[src/hw/rtl/frta_pkg.sv]
`timescale 1ns / 1ps
// package for the free region table allocator
// shared constants, operation and status codes, controller/datapath structs
package frta_pkg;

  localparam int REGIONS_DEF = 64;
  localparam int PAGE_BITS   = 12;
  localparam int ADDR_W      = 64;
  localparam int PNW         = ADDR_W - PAGE_BITS;
  localparam int RND_W       = 32;

  localparam logic [1:0] OP_ALLOC = 2'd0;
  localparam logic [1:0] OP_MARK  = 2'd1;
  localparam logic [1:0] OP_FREE  = 2'd2;

  localparam logic [2:0] ST_OK        = 3'd0;
  localparam logic [2:0] ST_BAD       = 3'd1;
  localparam logic [2:0] ST_NOT_FOUND = 3'd2;
  localparam logic [2:0] ST_NO_MEMORY = 3'd3;
  localparam logic [2:0] ST_FULL      = 3'd4;

  localparam logic [1:0] WS_NONE = 2'd0;
  localparam logic [1:0] WS_A    = 2'd1;
  localparam logic [1:0] WS_B    = 2'd2;
  localparam logic [1:0] WS_C    = 2'd3;

  localparam logic DIV_K   = 1'b0;
  localparam logic DIV_OFF = 1'b1;

  typedef struct packed {
    logic       clr;
    logic       in_load;
    logic       scan_start;
    logic       div_start;
    logic       div_sel;
    logic       k_load;
    logic [1:0] wr_step;
    logic       out_load;
    logic [2:0] sts;
  } frta_cmd_t;

  typedef struct packed {
    logic       clr_last;
    logic [1:0] op;
    logic       op_bad;
    logic       scan_busy;
    logic       div_busy;
    logic       cnt_zero;
    logic       cont_found;
    logic       mark_full;
    logic       free_full;
  } frta_sts_t;

endpackage

[src/hw/rtl/frta_ctrl.sv]
`timescale 1ns / 1ps
// controller state machine: sequences clear, scans, remainders and table writes
// depends on frta_pkg
module frta_ctrl import frta_pkg::*; (
  input  logic      clk,
  input  logic      rst_n,
  input  logic      in_valid,
  output logic      in_stall,
  output logic      out_valid,
  input  logic      out_stall,
  input  frta_sts_t sts,
  output frta_cmd_t cmd
);

  localparam logic [3:0] S_CLR  = 4'd0;
  localparam logic [3:0] S_IDLE = 4'd1;
  localparam logic [3:0] S_DEC  = 4'd2;
  localparam logic [3:0] S_SCAN = 4'd3;
  localparam logic [3:0] S_DIV  = 4'd4;
  localparam logic [3:0] S_WRA  = 4'd5;
  localparam logic [3:0] S_WRB  = 4'd6;
  localparam logic [3:0] S_WRC  = 4'd7;
  localparam logic [3:0] S_FIN  = 4'd8;

  logic [3:0] state_r, state_nxt;
  logic       pass_r, pass_nxt;
  logic [2:0] sts_r, sts_nxt;
  logic       out_valid_r, out_valid_nxt;

  always_comb begin
    state_nxt     = state_r;
    pass_nxt      = pass_r;
    sts_nxt       = sts_r;
    out_valid_nxt = out_valid_r && out_stall;
    cmd           = '0;
    cmd.sts       = sts_r;
    unique case (state_r)
      S_CLR: begin
        cmd.clr = 1'b1;
        if (sts.clr_last) begin
          state_nxt = S_IDLE;
        end
      end
      S_IDLE: begin
        if (in_valid) begin
          cmd.in_load = 1'b1;
          state_nxt   = S_DEC;
        end
      end
      S_DEC: begin
        if (sts.op_bad) begin
          sts_nxt   = ST_BAD;
          state_nxt = S_FIN;
        end else begin
          cmd.scan_start = 1'b1;
          pass_nxt       = 1'b0;
          state_nxt      = S_SCAN;
        end
      end
      S_SCAN: begin
        if (!sts.scan_busy) begin
          case (sts.op)
            OP_ALLOC: begin
              if (pass_r) begin
                cmd.div_start = 1'b1;
                cmd.div_sel   = DIV_OFF;
                state_nxt     = S_DIV;
              end else if (sts.cnt_zero) begin
                sts_nxt   = ST_NO_MEMORY;
                state_nxt = S_FIN;
              end else begin
                cmd.div_start = 1'b1;
                cmd.div_sel   = DIV_K;
                state_nxt     = S_DIV;
              end
            end
            OP_MARK: begin
              if (!sts.cont_found) begin
                sts_nxt   = ST_NOT_FOUND;
                state_nxt = S_FIN;
              end else if (sts.mark_full) begin
                sts_nxt   = ST_FULL;
                state_nxt = S_FIN;
              end else begin
                state_nxt = S_WRA;
              end
            end
            OP_FREE: begin
              if (sts.free_full) begin
                sts_nxt   = ST_FULL;
                state_nxt = S_FIN;
              end else begin
                state_nxt = S_WRA;
              end
            end
            default: begin
              sts_nxt   = ST_BAD;
              state_nxt = S_FIN;
            end
          endcase
        end
      end
      S_DIV: begin
        cmd.div_sel = pass_r ? DIV_OFF : DIV_K;
        if (!sts.div_busy) begin
          if (pass_r) begin
            sts_nxt   = ST_OK;
            state_nxt = S_FIN;
          end else begin
            cmd.k_load     = 1'b1;
            cmd.scan_start = 1'b1;
            pass_nxt       = 1'b1;
            state_nxt      = S_SCAN;
          end
        end
      end
      S_WRA: begin
        cmd.wr_step = WS_A;
        state_nxt   = S_WRB;
      end
      S_WRB: begin
        cmd.wr_step = WS_B;
        state_nxt   = S_WRC;
      end
      S_WRC: begin
        cmd.wr_step = WS_C;
        sts_nxt     = ST_OK;
        state_nxt   = S_FIN;
      end
      S_FIN: begin
        if (!out_valid_r || !out_stall) begin
          cmd.out_load  = 1'b1;
          out_valid_nxt = 1'b1;
          state_nxt     = S_IDLE;
        end
      end
      default: state_nxt = S_IDLE;
    endcase
  end

  always_ff @(posedge clk) begin
    if (!rst_n) begin
      state_r     <= S_CLR;
      pass_r      <= 1'b0;
      sts_r       <= ST_OK;
      out_valid_r <= 1'b0;
    end else begin
      state_r     <= state_nxt;
      pass_r      <= pass_nxt;
      sts_r       <= sts_nxt;
      out_valid_r <= out_valid_nxt;
    end
  end

  assign in_stall  = (state_r != S_IDLE);
  assign out_valid = out_valid_r;

endmodule

[config.mk]
export PLATFORM = sky130hd
export DESIGN_NAME = frta_ctrl
export DESIGN_NICKNAME = d
export VERILOG_FILES = /design/src/hw/rtl/frta_pkg.sv /design/src/hw/rtl/frta_ctrl.sv
export SDC_FILE = /design/constraint.sdc
export NUM_CORES = 1
export LEC_CHECK = 0
export BUFFER_PORTS_ARGS = -buffer_cell sky130_fd_sc_hd__buf_2
export CAP_MARGIN = 20
export CORE_MARGIN = 3
export CORE_UTILIZATION = 50
export DETAILED_ROUTE_END_ITERATION = 8
export PLACE_DENSITY_LB_ADDON = 0.2
export SYNTH_ARGS = -nofsm -noshare
export SYNTH_HDL_FRONTEND = slang
export SYNTH_SLANG_ARGS = --single-unit
[constraint.sdc]
create_clock -name clk -period 2 [get_ports clk]
set_input_delay 0.4 -clock clk [delete_from_list [all_inputs] [get_ports clk]]
set_output_delay 0.4 -clock clk [all_outputs]
set_load 0.02 [all_outputs]
---- After elaboration in Yosys (flattened, before gate mapping) ----
Cells that the tools add are included.
storage, ports and cells
  logic and storage cells ................. 86
  input port bits ......................... 14
  register bits after elaboration ......... 9
operators by class
  reduce and logical (&&, ||, !) cells .... 11
  equality and inequality tests ........... 23
  muxes and demuxes ....................... 48
operators with widths
  cell                                                 count
  two-way mux 4 bit                                    12
  case mux 4 bit (9 select lines)                      1
  two-way mux 3 bit                                    9
  equality test 4 x 3 -> 1 bit, second input constant  4
  != test 2 bit, second input constant                 8
  two-way mux 1 bit                                    15
  case mux 3 bit (4 select lines)                      1
  case mux 4 bit (3 select lines)                      1
  != test 3 bit, second input constant                 3
  case mux 3 bit (3 select lines)                      1
  AND reduction 9 bit                                  1
  equality test 4 x 2 -> 1 bit, second input constant  2
  two-way mux 2 bit                                    4
  case mux 1 bit (2 select lines)                      3
  case mux 2 bit (3 select lines)                      1
  AND reduction 5 bit                                  1
  equality test 4 x 1 -> 1 bit, second input constant  1
  equality test 4 bit, second input constant           1
  zero test 4 bit                                      1
  != test 4 x 1 -> 1 bit, second input constant        1
  != test 4 bit, second input constant                 1
  nonzero test 4 bit                                   1
  AND reduction 3 bit                                  1
  equality test 2 x 1 -> 1 bit, second input constant  1
  other kinds (6)                                      7

---- Logic depth before layout (Yosys ltp) ----
Gate-level depths: netlist (run 1).
  word-level depth ........................ 5
  mapped depth ............................ 6
  depth with buffers taken out ............ 6

---- Worst setup path after synthesis (run 1) ----
OpenSTA, ideal clock, no wires.
  path kind ............................... input to output
  from .................................... in sts[8] in the netlist's numbering
  to ...................................... out cmd[8] in the netlist's numbering
  slack ................................... 0.194 ns
  stages .................................. 4
  path buffers ............................ 0
  arrival time ............................ 1.406 ns
  cell sequence ........................... inv_1 > ha_1 > inv_1 > nor4_1
RTL lines
  item             line             text
  start, declared  frta_ctrl.sv:11  input frta_sts_t sts,
  end, declared    frta_ctrl.sv:12  output frta_cmd_t cmd

==> metrics.cfg, run 1 <==
[grt]
grt_max_degree=14
grtUsageTotal_pct=19.0
grt_pass1_wl_um=3650
grt_antenna_before_repair=0
grt-ovfl-total=0
grt_pass1_vias=873

[place]
io_buffers=27
dpl.hpwl_um=1770
gp_congestion=0.841
dp_cells=168
place_area_um2=1080

[critical_path]
critPathArrivalTime_ns=1.53
required_ns=1.60
crit_type=register to output port
worstPathMaxFanout=13
cp-start-kind=register
rr_worst_depth=5
endpoint_kind=output port

[timing]
setup_tns_ns=0
period_share_pct=96.7
final_max_slew_viol_count=0
hold_viol_final=0
finalSetupViolations=0
period_minus_slack_ns=1.93
worst_pin_slew_ns=0.385
fin_worst_skew_ns=0.00434
fmax_mhz=517
slew_headroom_pct=74.3

[worst_hold_path]
hold_path_class=primary input to register
whs_path_depth=3

[logic_synthesis]
synth.area.top_cells=dfxtp_1, ha_1, a21oi_1, mux2i_1, nand2_1
synthTopCellsByCount=dfxtp_1, nand2_1, a21oi_1, inv_1, nor2_1
synth_edf_count=0
syn_area_um2=912
synth_top_area_share_pct=19.8
synth_warnings=0
synth_area_leader_cell=dfxtp_1
async_reset_ff_share_pct=0
ys_types=46
syn_area_per_cell_um2=7.73
syn_inst=118
ys_ff_latch=9
syn_nets=137
synth-seq-area-share_pct=19.8
synth-main-ff-cell=dfxtp_1

[routing]
drtIter0Drc=21
route.vias.total=992
detail-route-antenna-nets=0
wirelength_um=2310
viasPerCell=5.77
firstDrtPassIters=4
wl_per_cell_um=13.4
drcViolationCount=0

[job]
drv_cap=0

[power]
worst_ir_drop_vdd_mv=0.436
powerDensity_nw_per_um2=446
p_leak_nw=0.545

[clock_network]
cts.sinks=9
cts_setup_buffers=0
ctsHtreeMaxLevel=1
postCtsHoldBufs=0
cts_tree=yes
clock-root-buffer=clkbuf_4
cts_buffers=3
cts_max_path_buffers=2
clkTransAtPathRegs_ns=0.06
clk-insertion-delay-late_ns=0.26

[cells_and_area]
drive_gt1_share_pct=35.1
syn_to_final_growth_pct=27.7
diodes=0
nets=168
fillers=128
layout.cells.non_filler=172
final_area_um2=1160

[die]
ios=28
dieArea_um2=2370
core_area_um2=1610
dieWidth_um=48.7
die_h_um=48.7
fp-row-count=14
initial_core_util_pct=56.6

[outcome]
outcome=completed

[worst paths after layout]
path	slack, ns	endpoint	startpoint
setup / recovery	0.07	cmd[3]	state_r[1]
hold / removal	0.42	state_r[2]	sts[4]
hold reg to reg	0.46	sts_r[0]	sts_r[0]
setup reg to reg	0.41	sts_r[1]	state_r[2]
[registers in the layout, summed over array words and instances (netlist names)]
| signal | flops |
|---|---|
| state_r | 4 |
| pass_r | 1 |
| out_valid | 1 |
| sts_r | 3 |
[cells by family after synthesis]
family          share of synthesized area, %
compound gates                          25.8
xor+xnor                               0.960
fa+ha+maj                               6.86
buf+inv                                 8.92
flops                                   19.8
mux                                     4.39
simple gates                            33.3
[layout make-up]
class                   count  area, µm²  share of cell area [%]
flip-flops and latches      9        188                    16.1
well taps                  24       30.0                    2.58
repair buffers             34        190                    16.3
inverters                   8       30.0                    2.58
clock buffers               3       22.5                    1.93
clock inverters             1       5.00                   0.430
multi-input cells          93        699                    60.0
[layout by cell type, fill, tap and decap left out, drive strengths merged, types with 5 or more instances in the layout]
cell,instances
nand2,9
nand2b,5
o21ai,5
buf,34
a21oi,8
nor2,7
ha,5
nor2b,5
inv,8
dfxtp,9
[through the flow]
| step | utilization, % | hold slack [ns] | power [mW] | setup slack [ns] |
|---|---|---|---|---|
| after floorplan | - | 0.511 | 0.328 | 0.194 |
| after global placement | 66.9 | 0.445 | 0.371 | 0.275 |
| after detailed placement | 66.9 | 0.456 | 0.375 | 0.251 |
| after CTS | 68.8 | 0.415 | 0.516 | 0.00642 |
| after global routing | 72.3 | 0.399 | 0.565 | -0.0118 |
| final | 72.3 | 0.421 | 0.520 | 0.0653 |
[critical path, stage by stage, from the launching register on]
cell and delay [ns]:
dfxtp_2 0.41, or4b_4 0.57, a21oi_1 0.12, buf_2 0.17
[metal layers]
layer  vias up  share of wire, %  GRT usage, %
li1        490                 -             -
met1       456                40          22.3
met2        44                52          33.5
met3         2               6.7          5.83
met4         0              0.74          4.27
met5         -                 0             0
[repair_timing]
action	in CTS	in global routing
setup endpoints to repair	2	5
pin swaps	0	1
gates resized for setup	2	12
[power breakdown]
part | internal [mW] | switching (mW)
Sequential | 0.187 | 0.0186
Clock | 0.0738 | 0.0654
Combinational | 0.0774 | 0.0982
Note: power is estimated with default switching activity, not from simulation.
==> run 2, diff against run 1 <==
--- a/config.mk
+++ b/config.mk
@@ -7,8 +7,8 @@
 export LEC_CHECK = 0
 export BUFFER_PORTS_ARGS = -buffer_cell sky130_fd_sc_hd__buf_2
 export CAP_MARGIN = 20
-export CORE_MARGIN = 3
 export CORE_UTILIZATION = 50
+export CTS_BUF_LIST = sky130_fd_sc_hd__clkbuf_8 sky130_fd_sc_hd__clkbuf_16
 export DETAILED_ROUTE_END_ITERATION = 8
 export PLACE_DENSITY_LB_ADDON = 0.2
 export SYNTH_ARGS = -nofsm -noshare
==> run 2 against run 1 <==
Against the previous run: critical path depth unchanged; power up 12%; largest cell class unchanged; setup slack better by 0.043 ns; non-clock buffer count unchanged; via count down 1.4%; die area down 16%; critical path type unchanged; flip-flop and latch count unchanged.
==> metrics.cfg, run 2 (synthesis results as in run 1) <==
[power]
p_leak_nw=0.546
p_total_mw=0.581
pwr-share-comb_pct=30.5
power_frac_clock_pct=34.7
pwr-share-seq_pct=34.8
p_sw_share_pct=31.0
switchingPower_mw=0.180
worst_ir_drop_vdd_mv=0.630
powerDensity_nw_per_um2=514
intPower_mw=0.401

[critical_path]
r2r-end=sts_r[0]
critPathArrivalTime_ns=1.49
cp_slowest_cell=or4b_4
path_delay_family=simple AND/OR/NAND/NOR gates
worstPathMaxFanout=11
critPathMaxStageDelay_ns=0.59
cp-start-kind=register
cp.buffers_inverters=1
required_ns=1.60
rr_worst_depth=5
crit_type=register to output port
ff2ff_setup_slack_ns=0.36
crit_chain=or4b_4 > a21oi_1 > buf_2
r2r-start=state_r[2]
endpoint_kind=output port

[cells_and_area]
final_cell_mix=buf_2, inv_1, nand2_1, a21oi_1
diodes=0
final_area_um2=1130
final_common_cell=buf_2
utilization_pct=65.4
drive_gt1_share_pct=31.1
syn_to_final_growth_pct=23.9
largest_reg_flops=4
top_regs=state_r (4), sts_r (3)
top_register=state_r
layout.cells.non_filler=173
nets=168

[routing]
route.vias.total=978
viasPerCell=5.65
drtIter0Drc=41
wirelength_um=2240
drcViolationCount=0
wl_per_cell_um=12.9
firstDrtPassIters=4
detail-route-antenna-nets=0

[place]
io_buffers=27
place_area_um2=1080
dp_cells=169
place_ws_ns=0.254
dpl.hpwl_um=1770
gp_congestion=0.813

[grt]
grt_pass1_wl_um=3680
grt_pass1_vias=845
grt-ovfl-total=0
grt_max_degree=17
grtUsageTotal_pct=24.5
grt_antenna_before_repair=0

[timing]
finalWorstSetupSlack_ns=0.109
setup_tns_ns=0
fmax_mhz=529
period_share_pct=94.6
final_max_slew_viol_count=0
hold_slack_ns=0.463
rsz0062_at_grt=no
period_minus_slack_ns=1.89
worst_pin_slew_ns=0.368
slew_headroom_pct=75.3
fin_worst_skew_ns=0.000881
finalSetupViolations=0
hold_viol_final=0

[clock_network]
clk-insertion-delay-late_ns=0.23
clock-root-buffer=clkbuf_8
ctsHtreeMaxLevel=1
cts_tree=yes
clkTransAtPathRegs_ns=0.04
cts_buffers=3
cts_max_path_buffers=2
postCtsHoldBufs=0
cts.sinks=9
cts_setup_buffers=0

[die]
dieArea_um2=2000
ios=28
die_h_um=44.7
core_area_um2=1730
initial_core_util_pct=52.8
fp-row-count=15
dieWidth_um=44.7

[worst_hold_path]
whs_path_depth=3
min-delay-start=sts[5]
hold_path_class=primary input to register
min_delay_worst_endpoint=state_r[1]

[job]
drv_cap=0

[outcome]
outcome=completed

[run 2: changes by cell type in the layout (fill, tap and decap cells not counted), sizes merged]
cell / change
clkinv: -1
inv: +1
[run 2: worst max-delay path by stage]
stage / from / end / cells past startpoint / slack (ns)
detailed placement: state_r[2] / cmd[9] / 5 / 0.25
finish: state_r[0] / cmd[3] / 3 / 0.11
global route: state_r[0] / cmd[10] / 4 / 0.03
global placement: state_r[0] / cmd[10] / 4 / 0.27
CTS: state_r[3] / cmd[3] / 3 / 0.04
floorplan: sts[8] / cmd[8] / 4 / 0.19
[run 2: final cells by class]
class | count | area [µm²]
multi-input combinational | 93 | 651
tap | 25 | 31.3
clock inverter | 1 | 3.75
fill | 160 | 597
sequential | 9 | 185
clock buffer | 3 | 41.3
timing repair buffer | 34 | 188
inverter | 8 | 30.0
[run 2: layer usage]
metal,part of all wire (%),vias to the layer above,GRT usage (%),wire [µm]
li1,-,492,-,-
met1,43,445,32.1,961
met2,50,39,41.8,1110
met3,6.5,2,6.00,146
met4,0.72,0,3.64,16
met5,0,-,0,0
[run 2: timing repair]
action,4_1_cts,5_1_grt
endpoints found under the hold margin,0,0
endpoints found under the setup margin,2,2
gates resized for setup,2,2
cloned,0,0
[run 2: power groups by stage]
| stage | Combinational (mW) | Sequential [mW] | Clock, mW |
|---|---|---|---|
| after global routing | 0.196 | 0.204 | 0.219 |
| after global placement | 0.173 | 0.204 | 0 |
| after detailed placement | 0.176 | 0.204 | 0 |
| after floorplan | 0.135 | 0.193 | 0 |
| after CTS | 0.177 | 0.202 | 0.208 |
| final | 0.177 | 0.202 | 0.201 |
[run 2: worst register-to-register path: stages, from the launching register on]
cell and delay [ns]:
dfxtp_2 0.38, nor2b_1 0.16, buf_4 0.15, a221o_1 0.34, a211o_1 0.35, mux2i_1 0.15
==> run 3, diff against run 2 <==
--- a/config.mk
+++ b/config.mk
@@ -10,7 +10,9 @@
 export CORE_UTILIZATION = 50
 export CTS_BUF_LIST = sky130_fd_sc_hd__clkbuf_8 sky130_fd_sc_hd__clkbuf_16
 export DETAILED_ROUTE_END_ITERATION = 8
+export MAX_ROUTING_LAYER = met4
 export PLACE_DENSITY_LB_ADDON = 0.2
 export SYNTH_ARGS = -nofsm -noshare
 export SYNTH_HDL_FRONTEND = slang
 export SYNTH_SLANG_ARGS = --single-unit
+export TNS_END_PERCENT = 10
==> run 3 against run 2 <==
Against the previous run: flip-flop and latch count is the same; wire length grew 0.76%; register-to-register slack is essentially flat; final area is the same; global-route usage grew 0.74 points; hold slack gained 0.0014 ns; die area is the same; combinational power is essentially flat; non-clock buffer count is the same; critical path type unchanged; highest routed layer unchanged.
==> metrics.cfg, run 3 (synthesis results as in run 1) <==
[routing]
firstDrtPassIters=4
drtIter0Drc=42
viasPerCell=5.64
route.vias.total=976
detail-route-antenna-nets=0
wl_per_cell_um=13.0
wirelength_um=2250
drcViolationCount=0

[critical_path]
ff2ff_setup_slack_ns=0.36
cp_slowest_cell=or4b_4
required_ns=1.60
r2r-start=state_r[2]
worstSetupStartpoint=state_r[0]
cp-start-kind=register
rr_worst_depth=5
crit_type=register to output port
endpoint_kind=output port
critPathArrivalTime_ns=1.49
worstPathMaxFanout=11
path_delay_family=simple AND/OR/NAND/NOR gates
crit_chain=or4b_4 > a21oi_1 > buf_2
cp.buffers_inverters=1
critPathMaxStageDelay_ns=0.59
r2r-end=sts_r[0]

[clock_network]
cts_buffers=3
cts_max_path_buffers=2
cts.sinks=9
cts_tree=yes
clk-insertion-delay-late_ns=0.23
clock-root-buffer=clkbuf_8
cts_setup_buffers=0
clkTransAtPathRegs_ns=0.04
post_cts_resized=2
postCtsHoldBufs=0
ctsHtreeMaxLevel=1

[timing]
period_share_pct=94.5
finalWorstSetupSlack_ns=0.109
final_max_slew_viol_count=0
worst_pin_slew_ns=0.367
slew_headroom_pct=75.4
setup_tns_ns=0
fmax_mhz=529
period_minus_slack_ns=1.89
finalSetupViolations=0
hold_slack_ns=0.464
rsz0062_at_grt=no
fin_worst_skew_ns=0.000706
hold_viol_final=0

[power]
intPower_mw=0.401
pwr-share-comb_pct=30.5
power_frac_clock_pct=34.7
worst_ir_drop_vdd_mv=0.630
p_leak_nw=0.546
p_sw_share_pct=31.1
pwr-share-seq_pct=34.8
powerDensity_nw_per_um2=514
switchingPower_mw=0.181
p_total_mw=0.581

[grt]
grt_pass1_wl_um=3680
grtUsageTotal_pct=25.3
grt_pass1_vias=848
grt_max_degree=17
grt-ovfl-total=0
grt_antenna_before_repair=0

[place]
gp_congestion=0.825
place_ws_ns=0.254
dpl.hpwl_um=1770
io_buffers=27

[die]
ios=28
fp-row-count=15
initial_core_util_pct=52.8
core_area_um2=1730
dieArea_um2=2000
die_h_um=44.7
dieWidth_um=44.7

[cells_and_area]
largest_reg_flops=4
top_regs=state_r (4), sts_r (3)
final_cell_mix=buf_2, inv_1, nand2_1, a21oi_1
drive_gt1_share_pct=31.1
diodes=0
final_common_cell=buf_2
top_register=state_r
syn_to_final_growth_pct=23.9
nets=168

[worst_hold_path]
hold_path_class=primary input to register
min-delay-start=sts[5]
min_delay_worst_endpoint=state_r[1]
whs_path_depth=3

[job]
drv_cap=0

[outcome]
outcome=completed

## run 3: power groups by stage
stage                     Combinational [mW]  Clock (mW)  Sequential (mW)
after global placement                 0.173           0            0.204
after CTS                              0.177       0.208            0.202
final                                  0.177       0.201            0.202
after global routing                   0.195       0.219            0.204
after floorplan                        0.135           0            0.193
after detailed placement               0.176           0            0.204
## run 3: stage by stage
step	utilization (%)	area [µm²]	instances
5_1_grt	65.4	1130	173
3_5_place_dp	62.5	1080	169
3_3_place_gp	62.5	1080	169
2_1_floorplan	-	912	118
6_report	65.4	1130	173
4_1_cts	65.3	1130	173
## run 3: metal layers
metal  GRT usage, %  wire, µm
met2           41.8      1120
met4           3.64        16
met5              -         0
met3           6.00       103
met1           32.1      1010
## run 3: layout make-up
type / count / area [µm²]
multi-input cells: 93 / 651
fillers: 160 / 597
repair buffers: 34 / 188
flip-flops and latches: 9 / 185
clock buffers: 3 / 41.3
well taps: 25 / 31.3
inverters: 8 / 30.0
clock inverters: 1 / 3.75
## run 3: how the worst max path moves through the flow
stage	cells after the start	slack [ns]	end
floorplan	4	0.19	cmd[8]
global placement	4	0.27	cmd[10]
detailed placement	5	0.25	cmd[9]
CTS	3	0.04	cmd[3]
global route	4	0.03	cmd[10]
finish	3	0.11	cmd[3]
## run 3: worst register-to-register path, stage by stage, from the launching register on
cell and delay, ns:
dfxtp_2 0.38, nor2b_1 0.16, buf_4 0.15, a221o_1 0.34, a211o_1 0.35, mux2i_1 0.15
